**config.mk**
```make
export PLATFORM = sky130hd
export DESIGN_NAME = gfp_front_flat
export DESIGN_NICKNAME = d
export VERILOG_FILES = /design/src/rtl/gfp_pkg.sv /design/src/rtl/gfp_if.sv /design/src/rtl/gfp_front.sv /design/src/flat_wrapper.sv
export SDC_FILE = /design/constraint.sdc
export NUM_CORES = 1
export LEC_CHECK = 0
export BUFFER_PORTS_ARGS = -buffer_cell sky130_fd_sc_hd__buf_2
export CAP_MARGIN = 20
export CORE_AREA = 2 2 39 41
export CTS_BUF_LIST = sky130_fd_sc_hd__clkbuf_4
export CTS_CLUSTER_SIZE = 28
export DETAILED_ROUTE_END_ITERATION = 16
export DIE_AREA = 0 0 41 43
export SKIP_LAST_GASP = 1
export SYNTH_ARGS = -nofsm -noshare
export SYNTH_HDL_FRONTEND = slang
export SYNTH_SLANG_ARGS = --single-unit
```
**constraint.sdc**
```tcl
create_clock -name clk -period 3.4 [get_ports clk]
set_clock_uncertainty 0.2 [all_clocks]
set_input_delay 0.68 -clock clk [delete_from_list [all_inputs] [get_ports clk]]
set_output_delay 0.68 -clock clk [all_outputs]
set_load 0.05 [all_outputs]
```
**src/rtl/gfp_pkg.sv**
```systemverilog
package gfp_pkg;

  // Field widths of the result
  localparam int CHAR_W    = 8;
  localparam int DEG_W     = 10;
  localparam int FRAC_W    = 21;
  localparam int ALT_W     = 18;
  localparam int ALT_ACC_W = 17;

  // Altitude saturates at this magnitude
  localparam logic [ALT_ACC_W-1:0] ALT_LIMIT = 17'd99999;

  // Minute scaling: frac = minutes * 16667 / 1000
  // The divide is done as (p >> 3) / 125 with an exact reciprocal multiply.
  localparam int          PROD_W      = 31;
  localparam logic [15:0] MIN_SCALE   = 16'd16667;
  localparam int          RECIP_W     = 29;
  localparam int          RECIP_SHIFT = 35;
  localparam logic [RECIP_W-1:0] RECIP_125 = 29'd274877907;

  localparam logic [CHAR_W-1:0] MIN_LEN_RESET = 8'd29;

  // Character codes
  localparam logic [CHAR_W-1:0] CH_NUL   = 8'h00;
  localparam logic [CHAR_W-1:0] CH_TAB   = 8'h09;
  localparam logic [CHAR_W-1:0] CH_CR    = 8'h0D;
  localparam logic [CHAR_W-1:0] CH_SPACE = 8'h20;
  localparam logic [CHAR_W-1:0] CH_PLUS  = 8'h2B;
  localparam logic [CHAR_W-1:0] CH_COMMA = 8'h2C;
  localparam logic [CHAR_W-1:0] CH_MINUS = 8'h2D;
  localparam logic [CHAR_W-1:0] CH_POINT = 8'h2E;
  localparam logic [CHAR_W-1:0] CH_ZERO  = 8'h30;
  localparam logic [CHAR_W-1:0] CH_NINE  = 8'h39;
  localparam logic [CHAR_W-1:0] CH_COLON = 8'h3A;

  // Parser position within the reply
  typedef enum logic [3:0] {
    FLD_PROLOG,
    FLD_TIME,
    FLD_MSEC,
    FLD_LAT,
    FLD_LON,
    FLD_HDOP,
    FLD_ALT,
    FLD_FIX,
    FLD_TAIL
  } field_t;

  // Classified character handed from front to back
  typedef struct packed {
    logic [CHAR_W-1:0] char_code;
    logic              eom;
    logic              live;
    logic              digit;
    logic [3:0]        digit_val;
    logic              point;
    logic              comma;
    logic              colon;
    logic              space;
    logic              blank;
    logic              minus;
    logic              plus;
  } tok_t;

  // Scaled minute fraction coming out of the scaling pipeline
  typedef struct packed {
    logic              valid;
    logic              lon;
    logic [FRAC_W-1:0] frac;
  } frac_t;

  function automatic logic is_digit(input logic [CHAR_W-1:0] c);
    return (c >= CH_ZERO) && (c <= CH_NINE);
  endfunction

endpackage

```
**src/rtl/gfp_if.sv**
```systemverilog
interface gfp_in_if
  import gfp_pkg::*;
();
  logic              valid;
  logic              ready;
  logic [CHAR_W-1:0] char_code;
  logic              end_of_message;

  modport source (output valid, char_code, end_of_message, input ready);
  modport sink (input valid, char_code, end_of_message, output ready);
endinterface


```
**src/rtl/gfp_front.sv**
```systemverilog
module gfp_front
  import gfp_pkg::*;
(
  input  logic   clk,
  input  logic   rst,
  gfp_in_if.sink chars,
  output logic   tok_valid,
  input  logic   tok_ready,
  output tok_t   tok
);

  logic terminated;
  logic take;
  logic [CHAR_W-1:0] c;

  assign c           = chars.char_code;
  assign take        = chars.valid && chars.ready;
  assign chars.ready = tok_ready;
  assign tok_valid   = chars.valid;

  // Classify the character
  always_comb begin
    tok.char_code = c;
    tok.eom       = chars.end_of_message;
    tok.live      = !terminated && (c != CH_NUL);
    tok.digit     = is_digit(c);
    tok.digit_val = c[3:0];
    tok.point     = (c == CH_POINT);
    tok.comma     = (c == CH_COMMA);
    tok.colon     = (c == CH_COLON);
    tok.space     = (c == CH_SPACE);
    tok.blank     = (c >= CH_TAB) && (c <= CH_CR);
    tok.minus     = (c == CH_MINUS);
    tok.plus      = (c == CH_PLUS);
  end

  // Drop everything after a zero character until the end of the reply
  always_ff @(posedge clk) begin
    if (rst) begin
      terminated <= 1'b0;
    end else if (take) begin
      if (chars.end_of_message) begin
        terminated <= 1'b0;
      end else if (c == CH_NUL) begin
        terminated <= 1'b1;
      end
    end
  end

endmodule

```
**src/flat_wrapper.sv**
```systemverilog
// flat-port wrapper written by rule: the top's interface ports become plain ports
module gfp_front_flat import gfp_pkg::*;
  (clk, rst, tok_valid, tok_ready, tok, chars_valid, chars_char_code, chars_end_of_message, chars_ready);
  gfp_in_if chars_i ();
  input  logic clk;
  input  logic rst;
  output logic tok_valid;
  input  logic tok_ready;
  output tok_t tok;
  input wire logic [$bits(chars_i.valid)-1:0] chars_valid;
  input wire logic [$bits(chars_i.char_code)-1:0] chars_char_code;
  input wire logic [$bits(chars_i.end_of_message)-1:0] chars_end_of_message;
  output wire logic [$bits(chars_i.ready)-1:0] chars_ready;
  assign chars_i.valid = chars_valid;
  assign chars_i.char_code = chars_char_code;
  assign chars_i.end_of_message = chars_end_of_message;
  assign chars_ready = chars_i.ready;
  gfp_front u_core (.clk(clk), .rst(rst), .chars(chars_i), .tok_valid(tok_valid), .tok_ready(tok_ready), .tok(tok));
endmodule
```
==> flow_summary_export.csv <==
group,metric,value,unit
yosys,synth_fp_nets,53,
cells_and_area,nets,76,
detailed_routing,num_vias,341,
worst_setup_path,critical_path.startpoint_type,"primary input",
yosys,yosys_register_bits,1,
job,drv_cap,0,
cells_and_area,num_antenna_cells,0,
worst_setup_path,crit_path_max_fanout,4,
min_path,holdPathEnd,"u_core.terminated",
worst_setup_path,required,2.52,ns
detailed_routing,wl_per_cell,10.2,um
detailed_routing,avgViaCountPerCell,4.43,
worst_setup_path,critPathKind,"in2out",
status,status,"finished, final reports clean",
worst_setup_path,r2r-end,"u_core.terminated",
floorplanning,die_h,43,um
min_path,hold_depth,1,
detailed_routing,drc,0,
cells_and_area,largestRegisters,"u_core.terminated: 1 flops",
clocking,cts.clk_slew.worst_paths,0,ns
detailed_routing,drt-initial-drc-count,5,
global_routing,grt_pass1_vias,245,
global_routing,overflow,0,
yosys,synth_cells,40,
sta,holdWs,0.253,ns
worst_setup_path,worst-r2r-setup-slack,2.63,ns
cells_and_area,syn_to_final_growth,33.2,%
sta,relSlewSlack,72.3,%
cells_and_area,fillCellCount,166,
power_and_ir_drop,power.total,78.0,uW
sta,setup-tns-final,0,ns
floorplanning,rows,14,
worst_setup_path,r2r_start,"u_core.terminated",
sta,worst_pin_slew,0.409,ns
detailed_routing,firstDrtPassIters,2,
place,dpl.hpwl,678,um
worst_setup_path,cp_data_arrival_time,1.90,ns
yosys,synth.avg_cell_area,7.07,um^2
yosys,synth_cell_types,15,
floorplanning,num_io_pins,37,
global_routing,grt_start_max_net_pins,10,
sta,slew_violations,0,
global_routing,grt_pass1_wl,1.04,mm
power_and_ir_drop,p_leak,0.193,nW
worst_setup_path,critPathCaptureType,"output pin",
power_and_ir_drop,peakVddDrop,0.0582,mV
cells_and_area,drive_above_1_share,63.9,%
sta,finalHoldViolCount,0,
power_and_ir_drop,p_per_area,207,nW/um^2
global_routing,grt_antenna_before_repair,0,
clocking,clk_latency,0,ns
min_path,hold_path.class,"reg2reg",
yosys,yosys_warnings,0,
min_path,min-delay-start,"u_core.terminated",
place,numPortBuffers,36,
floorplanning,die_w,41,um
cells_and_area,regMostFlops,"u_core.terminated",
sta,clock.fmax,0.360,GHz
place,gp_congestion,0.651,
detailed_routing,wl,782,um
floorplanning,core_region_area,1380,um^2
yosys,ys_seq_area_share,7.08,%
clocking,ctsHoldBuffers,0,
detailed_routing,final_antenna_net_count,0,
floorplanning,start_util,20.4,%
sta,fin_crit,2.78,ns
worst_setup_path,reg2regPathDepth,1,
sta,setup_viol,0,
sta,fin_crit_sh,81.6,%
cells_and_area,largest_register_ff_count,1,
yosys,syn_area,283,um^2
clocking,post_cts_resized,0,
sta,grt_setup_unrepaired,"false",
clocking,postCtsSetupBuffers,0,
global_routing,grt_use_total,7.60,%
floorplanning,dieArea,1760,um^2
-- worst max path at each step --
| stage | from | end | cells after the start |
|---|---|---|---|
| 2_1_floorplan | chars_char_code[7] | tok[6] | 3 |
| 3_3_place_gp | chars_char_code[7] | tok[6] | 5 |
| 3_5_place_dp | chars_char_code[7] | tok[6] | 5 |
| 4_1_cts | chars_char_code[7] | tok[6] | 5 |
| 5_1_grt | chars_char_code[7] | tok[6] | 5 |
| 6_report | chars_char_code[7] | tok[6] | 5 |
-- Yosys cell counts, drive strengths merged --
cell / number / area share, %
o21a: 2 / 5.3
buf: 15 / 40
or3: 1 / 2.2
nor4bb: 1 / 3.5
a31oi: 1 / 2.2
dfxtp: 1 / 7.1
nor3: 2 / 3.5
or4: 1 / 4.0
nor2: 4 / 5.3
nor3b: 3 / 8.0
nor4: 2 / 6.6
nand3: 3 / 5.3
nand2: 3 / 4.0
nor4b: 1 / 3.1
-- worst max-delay path: stages --
cell	delay, ns
buf_2	0.12
nor4b_1	0.42
nand3_1	0.18
nor3b_1	0.20
buf_2	0.29
-- power by group --
part / internal, mW / switching, mW
clock network: 0 / 0
registers: 0.0120 / 0.00000517
logic: 0.0154 / 0.0506
-- through the flow --
| stage | setup slack (ns) | cell area (um^2) | util, % | cells |
|---|---|---|---|---|
| finish | 0.625 | 377 | 27.2 | 77 |
| global route | 0.395 | 377 | 27.2 | 77 |
| CTS | 0.608 | 377 | 27.2 | 77 |
| detailed placement | 0.614 | 377 | 27.2 | 77 |
| global placement | 0.622 | 377 | 27.2 | 77 |
| floorplan | 0.125 | 289 | - | 40 |
-- area by class of cell --
type | count | area, um^2 | share of cell area, %
Tap cell | 16 | 20.0 | 5.32
Multi-Input combinational cell | 24 | 156 | 41.5
Timing Repair Buffer | 36 | 180 | 47.8
Sequential cell | 1 | 20.0 | 5.32
-- cell usage in the layout (no fill, tap or decap) --
cell       n
nand2_1    3
nand3_1    3
nor4b_1    1
nor4bb_2   1
nor3_1     2
or4_4      1
nor4_1     1
nor4_2     1
or3_1      1
a31oi_1    1
buf_2     36
nor3b_1    3
dfxtp_1    1
nor2_1     4
o21a_1     2
-- layer usage --
layer	vias to the layer above	GRT usage, %	share of wire (%)
met3	0	0	8.3
met4	0	0	0
li1	175	-	-
met5	-	0	0
met1	149	10.8	42
met2	17	13.1	50
-- logic make-up after synthesis --
family	share of synthesized area [%]
AOI/OAI and AO/OA	7.52
DFF	7.08
buffers and inverters	39.8
and+or+nand+nor	45.6
No activity file was read; power rests on OpenSTA's default activity.
