### config.mk
export PLATFORM = sky130hd
export DESIGN_NAME = gfp_queue
export DESIGN_NICKNAME = d
export VERILOG_FILES = /design/src/rtl/gfp_pkg.sv /design/src/rtl/gfp_queue.sv
export SDC_FILE = /design/constraint.sdc
export NUM_CORES = 1
export LEC_CHECK = 0
export ABC_AREA = 1
export BUFFER_PORTS_ARGS = -buffer_cell sky130_fd_sc_hd__buf_2
export CAP_MARGIN = 10
export CORE_MARGIN = 5
export CORE_UTILIZATION = 61
export DETAILED_ROUTE_END_ITERATION = 6
export PLACE_DENSITY_LB_ADDON = 0.08
export SYNTH_ARGS = -nofsm -noshare
export SYNTH_HDL_FRONTEND = slang
export SYNTH_SLANG_ARGS = --single-unit
### constraint.sdc
create_clock -name clk -period 4.04 [get_ports clk]
set_input_delay 0.606 -clock clk [delete_from_list [all_inputs] [get_ports clk]]
set_output_delay 0.606 -clock clk [all_outputs]
set_load 0.02 [all_outputs]
### src/rtl/gfp_pkg.sv
package gfp_pkg;

  // Field widths of the result
  localparam int CHAR_W    = 8;
  localparam int DEG_W     = 10;
  localparam int FRAC_W    = 21;
  localparam int ALT_W     = 18;
  localparam int ALT_ACC_W = 17;

  // Altitude saturates at this magnitude
  localparam logic [ALT_ACC_W-1:0] ALT_LIMIT = 17'd99999;

  // Minute scaling: frac = minutes * 16667 / 1000
  // The divide is done as (p >> 3) / 125 with an exact reciprocal multiply.
  localparam int          PROD_W      = 31;
  localparam logic [15:0] MIN_SCALE   = 16'd16667;
  localparam int          RECIP_W     = 29;
  localparam int          RECIP_SHIFT = 35;
  localparam logic [RECIP_W-1:0] RECIP_125 = 29'd274877907;

  localparam logic [CHAR_W-1:0] MIN_LEN_RESET = 8'd29;

  // Character codes
  localparam logic [CHAR_W-1:0] CH_NUL   = 8'h00;
  localparam logic [CHAR_W-1:0] CH_TAB   = 8'h09;
  localparam logic [CHAR_W-1:0] CH_CR    = 8'h0D;
  localparam logic [CHAR_W-1:0] CH_SPACE = 8'h20;
  localparam logic [CHAR_W-1:0] CH_PLUS  = 8'h2B;
  localparam logic [CHAR_W-1:0] CH_COMMA = 8'h2C;
  localparam logic [CHAR_W-1:0] CH_MINUS = 8'h2D;
  localparam logic [CHAR_W-1:0] CH_POINT = 8'h2E;
  localparam logic [CHAR_W-1:0] CH_ZERO  = 8'h30;
  localparam logic [CHAR_W-1:0] CH_NINE  = 8'h39;
  localparam logic [CHAR_W-1:0] CH_COLON = 8'h3A;

  // Parser position within the reply
  typedef enum logic [3:0] {
    FLD_PROLOG,
    FLD_TIME,
    FLD_MSEC,
    FLD_LAT,
    FLD_LON,
    FLD_HDOP,
    FLD_ALT,
    FLD_FIX,
    FLD_TAIL
  } field_t;

  // Classified character handed from front to back
  typedef struct packed {
    logic [CHAR_W-1:0] char_code;
    logic              eom;
    logic              live;
    logic              digit;
    logic [3:0]        digit_val;
    logic              point;
    logic              comma;
    logic              colon;
    logic              space;
    logic              blank;
    logic              minus;
    logic              plus;
  } tok_t;

  // Scaled minute fraction coming out of the scaling pipeline
  typedef struct packed {
    logic              valid;
    logic              lon;
    logic [FRAC_W-1:0] frac;
  } frac_t;

  function automatic logic is_digit(input logic [CHAR_W-1:0] c);
    return (c >= CH_ZERO) && (c <= CH_NINE);
  endfunction

endpackage

### src/rtl/gfp_queue.sv
module gfp_queue
  import gfp_pkg::*;
#(
  parameter int DEPTH = 4
)
(
  input  logic clk,
  input  logic rst,
  input  logic push_valid,
  output logic push_ready,
  input  tok_t push_tok,
  output logic pop_valid,
  input  logic pop_ready,
  output tok_t pop_tok
);

  localparam int PTR_W = (DEPTH > 1) ? $clog2(DEPTH) : 1;
  localparam int CNT_W = $clog2(DEPTH + 1);

  tok_t             mem [DEPTH];
  logic [PTR_W-1:0] wr_ptr;
  logic [PTR_W-1:0] rd_ptr;
  logic [CNT_W-1:0] count;
  logic             push;
  logic             pop;

  assign push_ready = (count != CNT_W'(DEPTH));
  assign pop_valid  = (count != '0);
  assign pop_tok    = mem[rd_ptr];
  assign push       = push_valid && push_ready;
  assign pop        = pop_valid && pop_ready;

  // Advance pointers and occupancy
  always_ff @(posedge clk) begin
    if (rst) begin
      wr_ptr <= '0;
      rd_ptr <= '0;
      count  <= '0;
    end else begin
      if (push) begin
        wr_ptr <= (wr_ptr == PTR_W'(DEPTH - 1)) ? '0 : wr_ptr + 1'b1;
      end
      if (pop) begin
        rd_ptr <= (rd_ptr == PTR_W'(DEPTH - 1)) ? '0 : rd_ptr + 1'b1;
      end
      if (push && !pop) begin
        count <= count + 1'b1;
      end else if (pop && !push) begin
        count <= count - 1'b1;
      end
    end
  end

  // Store entries
  always_ff @(posedge clk) begin
    if (push) begin
      mem[wr_ptr] <= push_tok;
    end
  end

endmodule

==> flow_summary.ini, run 1 <==
[outcome]
status = complete, no violations

[yosys]
synth-seq-area-share_pct = 74.3
yosysUniqueCellTypes = 22
ys.flop_type = edfxtp_1
yosys_warnings = 0
synth.avg_cell_area_sq_um = 13.5
ys_ff_latch = 97
synth_common_cells = edfxtp_1 (88), nor2_1 (58), o21ai_0 (27)
ys_async_sr_fraction_pct = 0
syn_area_sq_mm = 0.00380
yosys.area.top_type = edfxtp_1
synth-edff-count = 88
netlist.area_leader.share_pct = 69.6
synth_most_common_cell = edfxtp_1
synth_nets = 315
synth_cells = 282
ys_top_cells_by_area = edfxtp_1 (70%), nor2_1 (5.7%), dfxtp_1 (4.7%)

[drt]
dr.pass1.iters = 5
drt_wl_total_um = 6410
drt-vias-per-instance = 5.46
drc = 0
vias = 2256
wl_per_cell_um = 15.5
ant_nets = 0
drt-initial-drc-count = 134

[cts]
cts_buffers = 9
cts_setup_buffers = 0
insertion_delay_ps = 350
cts_resized = 0
cts_buffer_depth = 2
cts_hold_buf = 0
tritoncts_num_sinks = 97
cts_tree = done
path_clk_slew_ps = 80
htree_levels = 3
clock-root-buffer = clkbuf_8

[worst_setup_path]
crit_fanout = 23
cp.arrival_ps = 2000
critPathKind = flop to primary output
cp_slowest_cell = dfxtp_1
slowest_delay_ps = 800
worstPathRequired_ps = 3430
worstSetupStartpointType = flop
crit_path_end_kind = primary output
path_cells = inv_2 > o21ai_0 > o22ai_1 > buf_2

[sta]
fin_crit_sh_pct = 64.4
grt_setup_unrepaired = false
period_needed_ps = 2600
worst_pin_slew_ps = 828
fmax_ghz = 0.384
final-setup-viol-count = 0
clock_skew_ps = 4.80
slew_violations = 0
finalHoldViolCount = 0
setup_tns_ps = 0
slew_headroom_pct = 44.8

[final_layout]
multi_input_area_sq_um = 805
seqCellArea_sq_mm = 0.00282
antenna_cells = 0
fillCellCount = 420
syn_to_final_growth_pct = 11.3
final_util_pct = 70.6
layout-drive-gt1-share_pct = 22.8
layout.nets = 366

[die]
start_util_pct = 63.4
die_x_um = 88.9
core_sq_mm = 0.00599
std_cell_rows = 28
io_pins = 50
die_h_um = 88.9
die-area_sq_mm = 0.00791

[flow_run]
drv_cap = 0

[grt]
grt_pass1_wl_um = 10100
antenna_found_initial = 0
grt_max_degree = 46
grt.total_usage_pct = 17.3
grt_pass1_vias = 2167
grt_overflow_total = 0

[power_and_ir_drop]
p_per_area_mw_per_mm2 = 640
irDropWorstVdd_mv = 0.337
p_leak_nw = 1.56

[placed_design]
portBuffers = 49
place_congestion = 0.743
hpwl_um = 3910

[worst_hold_path]
hold_class = primary input to flop
## worst paths after layout
check	slack [ps]	cells past startpoint	from	end
max reg2reg	2060	9	count[1]	count[1]
min	420	2	rst	count[0]
max	1440	4	flop	pop_tok[15]
min reg2reg	540	2	wr_ptr[1]	wr_ptr[1]
## cell usage in the layout, fill, tap and decap left out, types with 2 or more instances in the layout
cell,count
o21ai_0,27
clkinv_2,3
dfxtp_1,8
nor2_2,5
nand3b_1,2
o21ai_1,18
buf_2,49
ha_1,6
o22ai_1,22
clkbuf_8,9
edfxtp_1,88
a21oi_1,3
nand2_2,2
nor2_1,54
buf_4,4
nand3_1,2
nand2_1,12
inv_1,14
## final cells by class
class	count	share of cell area, %
clock buffers	10	3.02
clock inverters	6	0.829
inverters	16	1.60
multi-input cells	156	19.0
flip-flops and latches	97	66.8
well taps	75	2.22
repair buffers	53	6.51
## sequential cells by signal, indices dropped and copies added, names as in the netlist, named ones only
register  flops
mem          88
rd_ptr        2
count         3
wr_ptr        2
## where the power goes
group          total, mW  switching [mW]  internal, mW  leakage [nW]
combinational      0.850           0.568         0.282         0.591
sequential          1.34           0.107          1.23         0.881
clock              0.522           0.302         0.220        0.0835
## critical path: cells and delay by family (launching register included)
| kind | cells | cell delay, ps |
|---|---|---|
| flops | 1 | 800 |
| compound gates | 2 | 300 |
| buf+inv | 2 | 550 |
## kinds of logic (layout without fill, tap and decap cells)
group,Yosys count,in the layout,synth area share [%]
flip-flops,97,97,74.3
AND/OR/NAND/NOR,78,78,8.23
AO/OA/AOI/OAI,70,70,9.95
buffers and inverters,29,85,4.78
adder cells (fa/ha/maj),7,7,2.50
XOR/XNOR,1,1,0.231
## through the flow
stage                     worst slack [ps]  power, mW  instance area [sq um]  hold slack [ps]  instances
after floorplan                       1940       1.98                   3800              483        282
after global placement                1860       2.20                   4070              518        397
after detailed placement              1810       2.22                   4070              532        397
after CTS                             1430       2.73                   4230              402        413
after global routing                  1270       2.88                   4230              408        413
final                                 1440       2.71                   4230              418        413
## routing by layer
metal	part of all wire (%)	track usage, %	vias up
li1	-	-	1122
met1	44	23.0	1059
met2	48	28.0	64
met3	6.1	4.15	11
met4	1.6	6.73	0
met5	0	0	-
Power figures use the tool's default switching activity.
==> inputs of run 2 (changes only) <==
Settings changed: CORE_UTILIZATION 61 to 57.
Clock period 4.04 ns to 2.51 ns, I/O delays scaled along.
==> run 2 against run 1 <==
Compared with the run above:
- utilization fell by 4.2 points
- clock power increased by 68%
- sequential cell count did not move
- first-iteration DRC count fell by 3.7%
- global-route usage is 0.44 points lower
==> flow_summary.ini, run 2 (same netlist as run 1, synthesis figures left out) <==
[worst_setup_path]
crit_fanout = 24
worstSetupStartpointType = flop
crit_path_end_kind = primary output
worstPathRequired_ps = 2130
r2r-start = count[1]
cp.arrival_ps = 1820
critPathKind = flop to primary output

[drt]
dr.pass1.iters = 5
drt-initial-drc-count = 129
drt-vias-per-instance = 5.43
drc = 0
ant_nets = 0
drt_wl_total_um = 6690
vias = 2270
wl_per_cell_um = 16.0

[cts]
insertion_delay_ps = 350
cts_buffers = 9
cts_setup_buffers = 0
cts_hold_buf = 0
cts_tree = done
htree_levels = 3
cts_buffer_depth = 2
tritoncts_num_sinks = 97
cts_resized = 0
clock-root-buffer = clkbuf_8
path_clk_slew_ps = 80

[final_layout]
largest_reg_flops = 88
final_common_cell = edfxtp_1
fin_cells = 418
syn_to_final_growth_pct = 12.2
antenna_cells = 0
final_cell_mix = edfxtp_1 (88), nor2_1 (54), buf_2 (49)
reg_top3 = mem x88, count x3
fillCellCount = 482
regMostFlops = mem
layout.nets = 369
layout-drive-gt1-share_pct = 23.8

[grt]
antenna_found_initial = 0
grt.total_usage_pct = 16.9
grt_max_degree = 45
grt_overflow_total = 0
grt_pass1_wl_um = 10800
grt_pass1_vias = 2233

[sta]
grt_setup_unrepaired = false
finalHoldViolCount = 0
setup_slack_ps = 311
slew_headroom_pct = 65.4
fin_crit_sh_pct = 87.6
period_needed_ps = 2200
slew_violations = 0
worst_pin_slew_ps = 520
final-setup-viol-count = 0
clock_skew_ps = 6.78
fmax_ghz = 0.455
setup_tns_ps = 0

[worst_hold_path]
hold_class = primary input to flop
hp-start = rst

[power_and_ir_drop]
p_per_area_mw_per_mm2 = 1040
irDropWorstVdd_mv = 0.736
p_leak_nw = 1.57

[placed_design]
portBuffers = 49
place_congestion = 0.728
hpwl_um = 3950
dpl_worst_slack_ps = 572
placed_cells = 402

[die]
start_util_pct = 59.1
std_cell_rows = 29
io_pins = 50
die_x_um = 91.6
die-area_sq_mm = 0.00840
die_h_um = 91.6
core_sq_mm = 0.00642

[outcome]
status = complete, no violations

[flow_run]
drv_cap = 0
-- run 2: cell type report --
cell class	instances	area, sq um	share of cell area (%)
flip-flops and latches	97	2820	66.3
clock inverters	6	43.8	1.03
clock buffers	10	128	2.99
well taps	77	96.3	2.26
inverters	16	67.6	1.59
multi-input cells	156	805	18.9
repair buffers	56	298	6.99
-- run 2: path summary, 6_finish.rpt --
path	to	slack, ps	cells after the start
worst max register to register	count[1]	510	9
worst min-delay path	count[0]	190	2
worst min register to register	rd_ptr[1]	550	2
worst max-delay path	pop_tok[4]	310	4
-- run 2: routing by layer --
layer | vias up | GRT usage, % | share of wire (%)
met2 | 60 | 28.5 | 48
met4 | 0 | 5.03 | 1.2
li1 | 1125 | - | -
met1 | 1077 | 20.9 | 43
met5 | - | 0 | 0
met3 | 8 | 5.32 | 7.0
-- run 2: report_power, final --
| group | internal [mW] | total [mW] | switching [mW] |
|---|---|---|---|
| Combinational | 0.474 | 1.46 | 0.990 |
| Sequential | 1.98 | 2.09 | 0.113 |
| Clock | 0.364 | 0.875 | 0.511 |
| Total | 2.81 | 4.43 | 1.61 |
-- run 2: per-stage QoR --
step	util, %	hold slack, ps	cell area (sq um)	power [mW]
finish	66.4	191	4260	4.43
global route	66.4	176	4260	4.72
CTS	66.4	173	4260	4.48
detailed placement	63.7	534	4090	3.61
global placement	63.7	520	4090	3.58
floorplan	-	449	3800	3.19
-- run 2: critical path: stages, from the launching register on --
cell and delay [ps]:
dfxtp_2 670, buf_4 270, o21ai_0 100, o22ai_1 230
buf_2 210
